--- config.mk ---
export PLATFORM = sky130hd
export DESIGN_NAME = bbd_back
export DESIGN_NICKNAME = d
export VERILOG_FILES = /design/src/sv/bbd_pkg.sv /design/src/sv/bbd_back.sv
export SDC_FILE = /design/constraint.sdc
export NUM_CORES = 1
export LEC_CHECK = 0
export ABC_AREA = 1
export CAP_MARGIN = 20
export CORE_MARGIN = 1.5
export CORE_UTILIZATION = 41
export DETAILED_ROUTE_END_ITERATION = 7
export DONT_BUFFER_PORTS = 1
export PLACE_DENSITY = 0.67
export SYNTH_ARGS = -nofsm -noshare
export SYNTH_HDL_FRONTEND = slang
export SYNTH_SLANG_ARGS = --single-unit
--- constraint.sdc ---
create_clock -name clock -period 4.1 [get_ports clock]
set_clock_uncertainty 0.15 [all_clocks]
set_input_delay 0.41 -clock clock [delete_from_list [all_inputs] [get_ports clock]]
set_output_delay 0.41 -clock clock [all_outputs]
set_load 0.1 [all_outputs]
--- src/sv/bbd_pkg.sv ---
`timescale 1ns / 1ps
// Shared types and constants of the bilinear Bayer demosaic unit.
// No dependencies; every other file imports this package.
package bbd_pkg;

   localparam int SAMPLE_BITS   = 16;
   localparam int DEF_MAX_WIDTH = 2048;
   localparam int QUEUE_DEPTH   = 8;
   localparam int QCNT_BITS     = $clog2(QUEUE_DEPTH + 1);
   localparam int QPTR_BITS     = $clog2(QUEUE_DEPTH);

   localparam logic [11:0] WIDTH_RESET  = 12'd640;
   localparam logic [15:0] HEIGHT_RESET = 16'd480;

   // Configuration register indexes.
   localparam logic REG_WIDTH  = 1'b0;
   localparam logic REG_HEIGHT = 1'b1;

   // Input beat kinds.
   localparam logic OP_PIXEL = 1'b0;
   localparam logic OP_DRAIN = 1'b1;

   typedef struct packed {
      logic                   op;
      logic [SAMPLE_BITS-1:0] in_red;
      logic [SAMPLE_BITS-1:0] in_green;
      logic [SAMPLE_BITS-1:0] in_blue;
   } req_type;

   typedef struct packed {
      logic [SAMPLE_BITS-1:0] out_red;
      logic [SAMPLE_BITS-1:0] out_green;
      logic [SAMPLE_BITS-1:0] out_blue;
      logic                   frame_end;
   } rsp_type;

   typedef struct packed {
      logic [SAMPLE_BITS-1:0] r;
      logic [SAMPLE_BITS-1:0] g;
      logic [SAMPLE_BITS-1:0] b;
   } pix_type;

   // One window column: index 0 is the upper row, 2 the lower row.
   typedef pix_type [2:0] pcol_type;

   // Each output channel is the truncated mean of four operands.
   typedef struct packed {
      logic [3:0][SAMPLE_BITS-1:0] r_ops;
      logic [3:0][SAMPLE_BITS-1:0] g_ops;
      logic [3:0][SAMPLE_BITS-1:0] b_ops;
      logic                        frame_end;
   } job_type;

   // Up to two jobs per cycle from the front end into the queue.
   typedef struct packed {
      logic [1:0] cnt;
      job_type    j0;
      job_type    j1;
   } push_type;

endpackage

--- src/sv/bbd_back.sv ---
`timescale 1ns / 1ps
// Back end: averages the four operands of each channel and holds the
// result beat in the output register. Uses bbd_pkg.
module bbd_back import bbd_pkg::*; (
   input  logic                 clock,
   input  logic                 reset,
   input  job_type              head,
   input  logic [QCNT_BITS-1:0] count,
   output logic                 pop,
   output logic                 rsp_valid,
   input  logic                 rsp_ready,
   output rsp_type              rsp_data
);

   logic    valid_ff;
   rsp_type data_ff, data_in;

   function automatic logic [SAMPLE_BITS-1:0] mean4(logic [3:0][SAMPLE_BITS-1:0] v);
      logic [SAMPLE_BITS+1:0] s;
      begin
         s = (SAMPLE_BITS+2)'(v[0]) + (SAMPLE_BITS+2)'(v[1])
           + (SAMPLE_BITS+2)'(v[2]) + (SAMPLE_BITS+2)'(v[3]);
         return s[SAMPLE_BITS+1:2];
      end
   endfunction

   always_comb begin
      pop = (count != '0) && (!valid_ff || rsp_ready);
      data_in.out_red   = mean4(head.r_ops);
      data_in.out_green = mean4(head.g_ops);
      data_in.out_blue  = mean4(head.b_ops);
      data_in.frame_end = head.frame_end;
   end

   always_ff @(posedge clock) begin
      if (reset) begin
         valid_ff <= 1'b0;
      end else if (pop) begin
         valid_ff <= 1'b1;
      end else if (rsp_ready) begin
         valid_ff <= 1'b0;
      end
   end

   always_ff @(posedge clock) begin
      if (pop) data_ff <= data_in;
   end

   assign rsp_valid = valid_ff;
   assign rsp_data  = data_ff;

endmodule

==> results of run 1 <==
-- sequential cells by signal (all words and copies together) (netlist names) --
name,cells
rsp_valid,1
rsp_data,49
-- kinds of logic after synthesis --
kind of cell / count (synthesis) / synth area share
fa+ha+maj: 141 / 0.352
xor+xnor: 21 / 0.0260
flops: 50 / 0.211
simple gates: 295 / 0.183
compound gates: 54 / 0.0445
buf+inv: 345 / 0.183
-- where the power goes --
| part | total [mW] | internal [mW] | switching (mW) | leakage (nW) |
|---|---|---|---|---|
| sequential | 2.86 | 0.945 | 1.91 | 0.512 |
| clock | 0.405 | 0.221 | 0.184 | 0.0694 |
| combinational | 1.97 | 0.754 | 1.22 | 3.82 |
-- worst register-to-register path, stage by stage (launching register included) --
cell     delay [ns]
dfxtp_1        0.30
buf_4          0.23
inv_1          0.08
nor2_1         0.10
a21oi_4        0.12
buf_4          0.76
-- per-stage QoR --
step	area, um2	power [mW]
2_1_floorplan	7070	4.38
3_3_place_gp	7360	4.82
3_5_place_dp	7360	4.86
4_1_cts	7500	5.29
5_1_grt	7500	5.64
6_report	7500	5.24
-- layer usage --
layer  up-vias  share of wire  GRT usage  wire length, um
met4         0          0.016     0.0400              217
met3        14          0.069     0.0355              951
met1      2340           0.42      0.197             5800
li1       2598              -          -                -
met5         -              0          0                0
met2       174           0.50      0.291             6910
-- final timing paths --
| kind | from | end | slack (ns) | cells after the start |
|---|---|---|---|---|
| setup / recovery | head[2] | rsp_data[16] | 1.33 | 14 |
| hold / removal | head[0] | rsp_data[0] | 0.07 | 0 |
| setup reg to reg | rsp_valid | rsp_data[41] | 1.95 | 5 |
| hold reg to reg | rsp_valid | rsp_valid | 0.79 | 5 |
-- cell usage in the layout, fill, tap and decap left out, drive strengths merged --
| cell type | instances |
|---|---|
| inv | 345 |
| nand2 | 197 |
| fa | 96 |
| edfxtp | 49 |
| ha | 45 |
| nor2 | 44 |
| nand3 | 36 |
| a21oi | 36 |
| xor2 | 21 |
| o21ai | 8 |
| nor3 | 6 |
| clkbuf | 5 |
| a21o | 4 |
| o21bai | 4 |
| or2 | 3 |
| and2 | 3 |
| nand3b | 3 |
| nand4 | 3 |
| o21a | 2 |
| clkinv | 2 |
| buf | 2 |
| dfxtp | 1 |
-- final cells by class --
cell class,count,share of cell area
multi-input cells,511,0.572
flip-flops and latches,50,0.199
clock buffers,5,0.0167
repair buffers,2,0.00200
well taps,220,0.0367
clock inverters,2,0.00133
inverters,345,0.173
==> summary.txt, run 1 <==
Clock tree
  – CTS H-tree lvls: 2
  – CTS max path bufs: 2
  – Setup bufs post-CTS: 0
  – Clk_lat worst skew: 0.28 ns
  – Clock Sinks: 50
  – CTS Hold Buffers Added: 0
  – Resized Gates After CTS: 0
  – CTS tree: yes
  – CTS Buf Count: 5
  – CTS Root Cell: clkbuf_16
  – Clock-pin slew on the worst setup and hold paths: approximately 0.070 ns

Timing
  – Worst-Margin Slew: 0.992 ns
  – Fmax: 0.360 GHz
  – Hold Vio Cnt, Final: 0
  – Fin Hold WS: 0.0730 ns
  – TNS Setup: 0 ns
  – Fin crit share: 0.677
  – Slew headroom: 0.340
  – Setup-failing EPs final: 0
  – Fin. max-slew vios: 0
  – Setup repair after global routing missed its margin: false
  – PnR worst setup slack: 1.33 ns
  – Fin crit period: 2.77 ns

Logic synthesis
  – Mean Syn Cell Area: 7.80 um2
  – Post-synth top area share: 0.272
  – Synthesized flop and latch total: 50
  – Post-synthesis cell count: 906
  – Synthesis Warnings: 0
  – Post-synth top area cell: fa_1
  – Netlist cell types: 26
  – Largest cells by area after synthesis: fa_1 27%, edfxtp_1 21%, inv_1 18%
  – Seq/Total Area, Yosys: 0.211
  – Commonest cells in the synthesized netlist: 344 x inv_1, 176 x nand2_1, 96 x fa_1
  – FFs w/ async S/R, synth: 0
  – Primary FF master, synth: edfxtp_1
  – Syn Std Cell Area: 7060 um2
  – EDFF count, synth: 49
  – Syn nets: 1,247
  – Most frequent cell after synthesis: inv_1

Die
  – Starting Density: 0.423
  – Die Area: roughly 18,000 um2
  – Top Ports: 251
  – Die Width: 134 um
  – Rows: 47
  – CORE AREA: 16,700 um2
  – DIE HEIGHT: 134 um

Finish
  – Layout cells sized above 1: 0.0557
  – Final net count: 1,256
  – FF+latch area: 1490 um2
  – Final core occ: 0.449
  – Fin cells: between 1,000 and 1,500
  – Area occupied by multi-input gates: 4290 um2
  – Fillers: 1,716
  – Layout area overhead: 6.18%
  – N_diodes: 0

Power
  – Power per Cell Area: 698 nW/um2
  – Peak VDD IR: 471 uV
  – Leakage: 4.41 nW

Critical path
  – Worst setup EP type: flip-flop
  – Most used cell, CP: nand2_1
  – Bufs and invs on worst path: 2
  – Worst path slowest cell: fa_1
  – Crit path max fanout: 3
  – Critical path's top delay family: adder cells
  – Crit start category: primary input
  – CP required: 4.00 ns
  – CP arrival: roughly 2.7 ns
  – Worst-path cell chain: inv_1 > fa_1 > inv_1 > fa_1 > nand2_1 > nor2_2 > fa_1 > nand2_1 > nand2_1 > and2_4 > nand3_2 > nand3_1 > nand2_1 > nand2_1
  – Slowest cell delay on critical path: 0.53 ns
  – CP Class: in -> reg

Detailed routing
  – Drt total wl: between 10,000 and 15,000 um
  – Total number of vias: 5,126
  – Vias per cell: between 4 and 5
  – ANT nets after route: 0
  – Wire per inst: 12.2 um
  – DRC: 0
  – Drt pass-1 iters: 4
  – DRT iter0 DRCs: 156

Status
  – Outcome: finished clean

Placed design
  – DP Worst Slack: 0.996 ns
  – # port buffers: 0
  – Placed insts: 1,128
  – Routability cong.: 0.855
  – DP HPWL: 12,300 um

Hold path
  – Hold Path Class: in -> reg

Global route
  – Initial antenna violation count: 0
  – Vias in the first global route: ~5,300
  – First-pass GRT wire length: 23,500 um
  – Total grt overflow: 0
  – Pin count of the biggest net entering global routing: 52
  – Total global-route track usage: 0.162

Job
  – Max Cap Viol: 0
Power figures use the tool's default switching activity.
==> inputs of run 2 (changes only) <==
==> constraint.sdc (replaced) <==
create_clock -name clock -period 2.7 [get_ports clock]
set_clock_uncertainty 0.15 [all_clocks]
set_input_delay 0.27 -clock clock [delete_from_list [all_inputs] [get_ports clock]]
set_output_delay 0.27 -clock clock [all_outputs]
set_load 0.1 [all_outputs]
==> run 2 against run 1 <==
Compared with the run above:
- first-iteration DRC count is 23% higher
- critical path depth is 1 higher
- global-route usage is 0.43 points higher
- combinational power is 75% higher
- design area is 5.6% higher
- non-clock buffer count is 54 higher
- cell count is 4.7% higher
- via count is 3.5% higher
- clock-buffer cell count stayed put
- sequential share of layout area is 1.0 points lower
- largest cell class unchanged
==> summary.txt, run 2 (synthesis results as in run 1) <==
Detailed routing
  – DRC: 0 (unchanged)
  – Drt pass-1 iters: 4 (unchanged)
  – ANT nets after route: 0 (unchanged)
  – Vias per cell: 4.46 (was 4.52)
  – Drt total wl: 14,400 um (was 13,900 um)
  – DRT iter0 DRCs: 192 (was 156)
  – Total number of vias: 5,304 (was 5,126)
  – Wire per inst: 12.2 um (about the same)

Timing
  – Fmax: 0.393 GHz
  – Setup repair after global routing missed its margin: false (unchanged)
  – Fin. max-slew vios: 0 (unchanged)
  – Fin crit share: 0.942
  – Worst-Margin Slew: 0.975 ns (was 0.992 ns)
  – Fin crit period: 2.54 ns
  – Hold Vio Cnt, Final: 0 (unchanged)
  – Setup-failing EPs final: 0 (unchanged)
  – TNS Setup: 0 ns (unchanged)
  – Slew headroom: 0.351 (was 0.340)

Global route
  – Vias in the first global route: 5,374 (was 5,263)
  – Pin count of the biggest net entering global routing: 29 (was 52)
  – Total grt overflow: 0 (unchanged)
  – Total global-route track usage: 0.166 (was 0.162)
  – First-pass GRT wire length: 24,000 um (was 23,500 um)
  – Initial antenna violation count: 0 (unchanged)

Finish
  – Max reg flops: 49 (unchanged)
  – Area occupied by multi-input gates: 4300 um2 (was 4290 um2)
  – Layout cells sized above 1: 0.110 (was 0.0557)
  – Fillers: 1,641 (was 1,716)
  – Most frequent cells in the layout: 344 x inv_1, 175 x nand2_1, 93 x fa_1 (was 344 x inv_1, 176 x nand2_1, 96 x fa_1)
  – FF+latch area: 1490 um2 (about the same)
  – Commonest non-fill, non-tap cell in the layout: inv_1 (unchanged)
  – Final net count: 1,310 (was 1,256)
  – Layout area overhead: 12.1% (was 6.18%)
  – N_diodes: 0 (unchanged)
  – Fin cells: 1,188 (was 1,135)

Die
  – Top Ports: 251 (unchanged)
  – DIE HEIGHT: 134 um (unchanged)
  – Rows: 47 (unchanged)
  – CORE AREA: 16,700 um2 (unchanged)
  – Starting Density: 0.423 (unchanged)
  – Die Width: 134 um (unchanged)
  – Die Area: 18,000 um2 (unchanged)

Critical path
  – Worst setup EP type: flip-flop (unchanged)
  – Critical path's top delay family: adder cells (unchanged)
  – Bufs and invs on worst path: 2 (unchanged)
  – Worst path slowest cell: fa_1 (unchanged)
  – Crit start category: primary input (unchanged)
  – CP required: 2.60 ns (was 4.00 ns)
  – Worst-path cell chain: inv_1 > fa_1 > inv_1 > fa_1 > nand2_2 > nor2_4 > fa_2 > nand2_1 > nand2_1 > nand3b_1 > nand2_2 > nand3_1 > nand2_1 > nand2_1 > nand2_1 (was inv_1 > fa_1 > inv_1 > fa_1 > nand2_1 > nor2_2 > fa_1 > nand2_1 > nand2_1 > and2_4 > nand3_2 > nand3_1 > nand2_1 > nand2_1)
  – R2r setup slk: 1.24 ns (was 1.95 ns)
  – CP arrival: 2.44 ns (was 2.67 ns)
  – Crit path max fanout: 3 (unchanged)
  – CP Class: in -> reg (unchanged)
  – Slowest cell delay on critical path: 0.53 ns (about the same)
  – Most used cell, CP: nand2_1 (unchanged)

Placed design
  – Placed insts: 1,180 (was 1,128)
  – DP HPWL: 12,900 um (was 12,300 um)
  – Routability cong.: 0.895 (was 0.855)
  – # port buffers: 0 (unchanged)

Clock tree
  – CTS Buf Count: 5 (unchanged)
  – Clock Sinks: 50 (unchanged)
  – CTS H-tree lvls: 2 (unchanged)
  – CTS Root Cell: clkbuf_16 (unchanged)
  – Clock-pin slew on the worst setup and hold paths: 0.06 ns (was 0.07 ns)
  – CTS tree: yes (unchanged)
  – CTS max path bufs: 2 (unchanged)
  – Clk_lat worst skew: 0.28 ns (about the same)

Hold path
  – Hold Path Class: in -> reg (unchanged)

Power
  – Peak VDD IR: 557 uV (was 471 uV)
  – Power per Cell Area: 1060 nW/um2 (was 698 nW/um2)
  – Leakage: 4.65 nW (was 4.41 nW)

Status
  – Outcome: finished clean (unchanged)

Job
  – Max Cap Viol: 0 (unchanged)
[run 2: cell count changes in the layout (fill, tap and decap cells not counted), sizes merged]
cell and delta:
dlygate4sd3 +2, clkinv -1, buf +52
[run 2: worst reg2reg max path, delay by kind of cell (launching register included)]
kind                   cells  cell delay, ns
buffers and inverters      2            0.43
and+or+nand+nor            1            0.07
AOI/OAI and AO/OA          1            0.14
DFF                        1            0.32
[run 2: layout make-up]
class	instances	share of cell area
multi-input combinational	511	0.543
sequential	50	0.188
inverter	345	0.164
timing repair buffer	56	0.0537
tap	220	0.0348
clock buffer	5	0.0158
clock inverter	1	0.000474
[run 2: routing by layer]
| metal | wire [um] | GRT usage | vias to the layer above |
|---|---|---|---|
| met1 | 5990 | 0.194 | 2401 |
| met2 | 7290 | 0.303 | 176 |
| met4 | 258 | 0.0478 | 0 |
| met3 | 905 | 0.0393 | 16 |
| li1 | - | - | 2711 |
| met5 | 0 | 0 | - |
[run 2: stage by stage]
| stage | power [mW] | hold slack [ns] | instance area (um2) | utilization | setup WS, ns |
|---|---|---|---|---|---|
| 6_report | 8.40 | 0.102 | 7920 | 0.474 | 0.156 |
| 5_1_grt | 9.04 | 0.137 | 7920 | 0.474 | 0.0124 |
| 4_1_cts | 8.48 | 0.0899 | 7910 | 0.474 | 0.146 |
| 3_5_place_dp | 7.84 | 0.220 | 7760 | 0.465 | -0.165 |
| 3_3_place_gp | 7.75 | 0.220 | 7760 | 0.465 | -0.109 |
| 2_1_floorplan | 6.66 | 0.219 | 7080 | - | 0.00318 |
[run 2: path summary, 6_finish.rpt]
check	startpoint	endpoint	cells after the start
max	head[66]	rsp_data[30]	15
min	rsp_ready	rsp_valid	3
max reg2reg	rsp_valid	rsp_data[23]	4
min reg2reg	rsp_valid	rsp_valid	4
[run 2: timing repair]
action                                  in CTS  in global routing
endpoints found under the hold margin        2                  0
gates resized for setup                      0                  2
buffers inserted                             0                  0
hold buffers                                 2                  0
endpoints found under the setup margin       0                  1
[run 2: where the power goes]
| part | switching [mW] | internal [mW] |
|---|---|---|
| registers | 2.91 | 1.43 |
| clock network | 0.274 | 0.331 |
| logic | 1.94 | 1.51 |
| total | 5.13 | 3.27 |
==> inputs of run 3 (changes only) <==
--- a/config.mk
+++ b/config.mk
@@ -8,10 +8,10 @@
 export ABC_AREA = 1
 export CAP_MARGIN = 20
 export CORE_MARGIN = 1.5
-export CORE_UTILIZATION = 41
+export CORE_UTILIZATION = 45
 export DETAILED_ROUTE_END_ITERATION = 7
 export DONT_BUFFER_PORTS = 1
-export PLACE_DENSITY = 0.67
+export PLACE_DENSITY = 0.72
 export SYNTH_ARGS = -nofsm -noshare
 export SYNTH_HDL_FRONTEND = slang
 export SYNTH_SLANG_ARGS = --single-unit
==> run 3 against run 2 <==
Compared with the run above:
- sequential power decreased by 2%
- core utilization increased by 4.7 points
- design area increased by 0.51%
- clock-buffer cell count increased by 1
- cell count decreased by 0.34%
- sequential share of layout area decreased by 0.095 points
- total power increased by 0.88%
- hold slack got worse by 0.018 ns
- global-route usage increased by 1.1 points
==> summary.txt, run 3 (synthesis results as in run 1) <==
Finish
  – Layout cells sized above 1: 0.115 (was 0.110)
  – Final net count: 1,313 (was 1,310)
  – Layout area overhead: 12.7% (was 12.1%)
  – Fin cells: 1,184 (was 1,188)
  – Max reg flops: 49 (unchanged)
  – N_diodes: 0 (unchanged)
  – Fillers: 1,469 (was 1,641)
  – Commonest non-fill, non-tap cell in the layout: inv_1 (unchanged)
  – Most frequent cells in the layout: 344 x inv_1, 176 x nand2_1, 93 x fa_1 (was 344 x inv_1, 175 x nand2_1, 93 x fa_1)

Detailed routing
  – DRT iter0 DRCs: 205 (was 192)
  – Drt total wl: 14,300 um (was 14,400 um)
  – Drt pass-1 iters: 5 (was 4)
  – Wire per inst: 12.1 um (was 12.2 um)
  – Total number of vias: 5,411 (was 5,304)
  – DRC: 0 (unchanged)
  – ANT nets after route: 0 (unchanged)
  – Vias per cell: 4.57 (was 4.46)

Global route
  – Total grt overflow: 0 (unchanged)
  – Initial antenna violation count: 0 (unchanged)
  – Vias in the first global route: 5,265 (was 5,374)
  – Pin count of the biggest net entering global routing: 52 (was 29)
  – Total global-route track usage: 0.177 (was 0.166)
  – First-pass GRT wire length: 23,200 um (was 24,000 um)

Timing
  – Fin crit period: 2.57 ns (was 2.54 ns)
  – Worst-Margin Slew: 0.942 ns (was 0.975 ns)
  – Fmax: 0.390 GHz (was 0.393 GHz)
  – Fin crit share: 0.950 (was 0.942)
  – PnR worst setup slack: 0.134 ns (was 0.156 ns)
  – Setup-failing EPs final: 0 (unchanged)
  – Setup repair after global routing missed its margin: true (was false)
  – TNS Setup: 0 ns (unchanged)
  – Fin Hold WS: 0.0842 ns (was 0.102 ns)
  – Slew headroom: 0.373 (was 0.351)
  – Hold Vio Cnt, Final: 0 (unchanged)
  – Fin. max-slew vios: 0 (unchanged)

Die
  – Die Width: 128 um (was 134 um)
  – CORE AREA: 15,300 um2 (was 16,700 um2)
  – Rows: 45 (was 47)
  – DIE HEIGHT: 128 um (was 134 um)
  – Die Area: 16,500 um2 (was 18,000 um2)
  – Top Ports: 251 (unchanged)
  – Starting Density: 0.463 (was 0.423)

Clock tree
  – CTS tree: yes (unchanged)
  – CTS Root Cell: clkbuf_16 (unchanged)
  – CTS H-tree lvls: 2 (unchanged)
  – CTS max path bufs: 2 (unchanged)
  – Clk_lat worst skew: 0.28 ns (about the same)
  – Clock-pin slew on the worst setup and hold paths: 0.07 ns (was 0.06 ns)
  – Clock Sinks: 50 (unchanged)
  – CTS Buf Count: 5 (unchanged)

Critical path
  – RR Startpoint: rsp_valid (unchanged)
  – Worst setup EP type: flip-flop (unchanged)
  – Crit start category: primary input (unchanged)
  – Critical Path Source: head[66] (unchanged)
  – Worst r2r path cells: 4 (unchanged)
  – Crit path max fanout: 3 (unchanged)
  – R2r setup slk: 1.25 ns (was 1.24 ns)
  – CP Class: in -> reg (unchanged)
  – CP Capture Point: rsp_data[28] (was rsp_data[30])
  – CP required: 2.60 ns (about the same)
  – FF-to-FF End: rsp_data[31] (was rsp_data[23])
  – CP arrival: 2.46 ns (was 2.44 ns)

Power
  – Final Power: 8.48 mW (was 8.40 mW)
  – Leakage: 4.68 nW (was 4.65 nW)
  – Power per Cell Area: 1060 nW/um2 (about the same)
  – Peak VDD IR: 550 uV (was 557 uV)

Placed design
  – Placed insts: 1,174 (was 1,180)
  – Routability cong.: 0.871 (was 0.895)
  – DP HPWL: 12,600 um (was 12,900 um)
  – # port buffers: 0 (unchanged)
  – DP Worst Slack: -0.177 ns (was -0.165 ns)

Status
  – Outcome: finished clean (unchanged)

Hold path
  – Hold Path Class: in -> reg (unchanged)
  – Hold path startpoint: rsp_ready (unchanged)

Job
  – Max Cap Viol: 0 (unchanged)
run 3: worst min path at each step:
stage,end,slack [ns],cells after the start
after detailed placement,rsp_data[0],0.22,0
after floorplan,rsp_data[0],0.22,0
final,rsp_valid,0.08,3
after global routing,rsp_valid,0.1,3
after global placement,rsp_data[0],0.22,0
after CTS,rsp_valid,0.08,3
run 3: stage by stage:
stage          area, um2   util
2_1_floorplan       7080      -
3_5_place_dp        7790  0.510
5_1_grt             7960  0.522
6_report            7960  0.522
3_3_place_gp        7790  0.510
4_1_cts             7950  0.521
run 3: final cells by class:
cell class	instances	area (um2)	share of cell area
repair buffers	59	460	0.0578
multi-input cells	511	4310	0.541
well taps	211	264	0.0332
inverters	345	1290	0.163
clock inverters	2	8.76	0.00110
flip-flops and latches	50	1490	0.188
clock buffers	6	129	0.0162
run 3: power breakdown:
part           internal [mW]  leakage [nW]  switching [mW]
Combinational           1.54          4.10            2.03
Clock                  0.341        0.0683           0.296
Sequential              1.43         0.513            2.83
Total                   3.32          4.68            5.16
run 3: per-layer routing:
layer  global-route usage  up-vias  share of wire
met4               0.0291        0         0.0065
li1                     -     2716              -
met3               0.0301        6          0.056
met1                0.218     2513           0.43
met2                0.329      176           0.51
met5                    0        -              0
run 3: timing repair:
| action | in CTS | in global routing |
|---|---|---|
| resized for setup | 0 | 3 |
| buffers inserted | 0 | 0 |
| setup endpoints to repair | 0 | 3 |
| endpoints found under the hold margin | 2 | 0 |
| hold buffers | 2 | 0 |
run 3: critical path: stages:
cell and delay (ns):
inv_1 0.03, fa_1 0.52, inv_1 0.05, fa_1 0.43, nand2_1 0.08, nor2_2 0.06, fa_2 0.39, nand2_1 0.07
nand2_1 0.08, and2_4 0.16, nand3_2 0.07, nand3_1 0.10, nand2_1 0.08, nand2_1 0.05
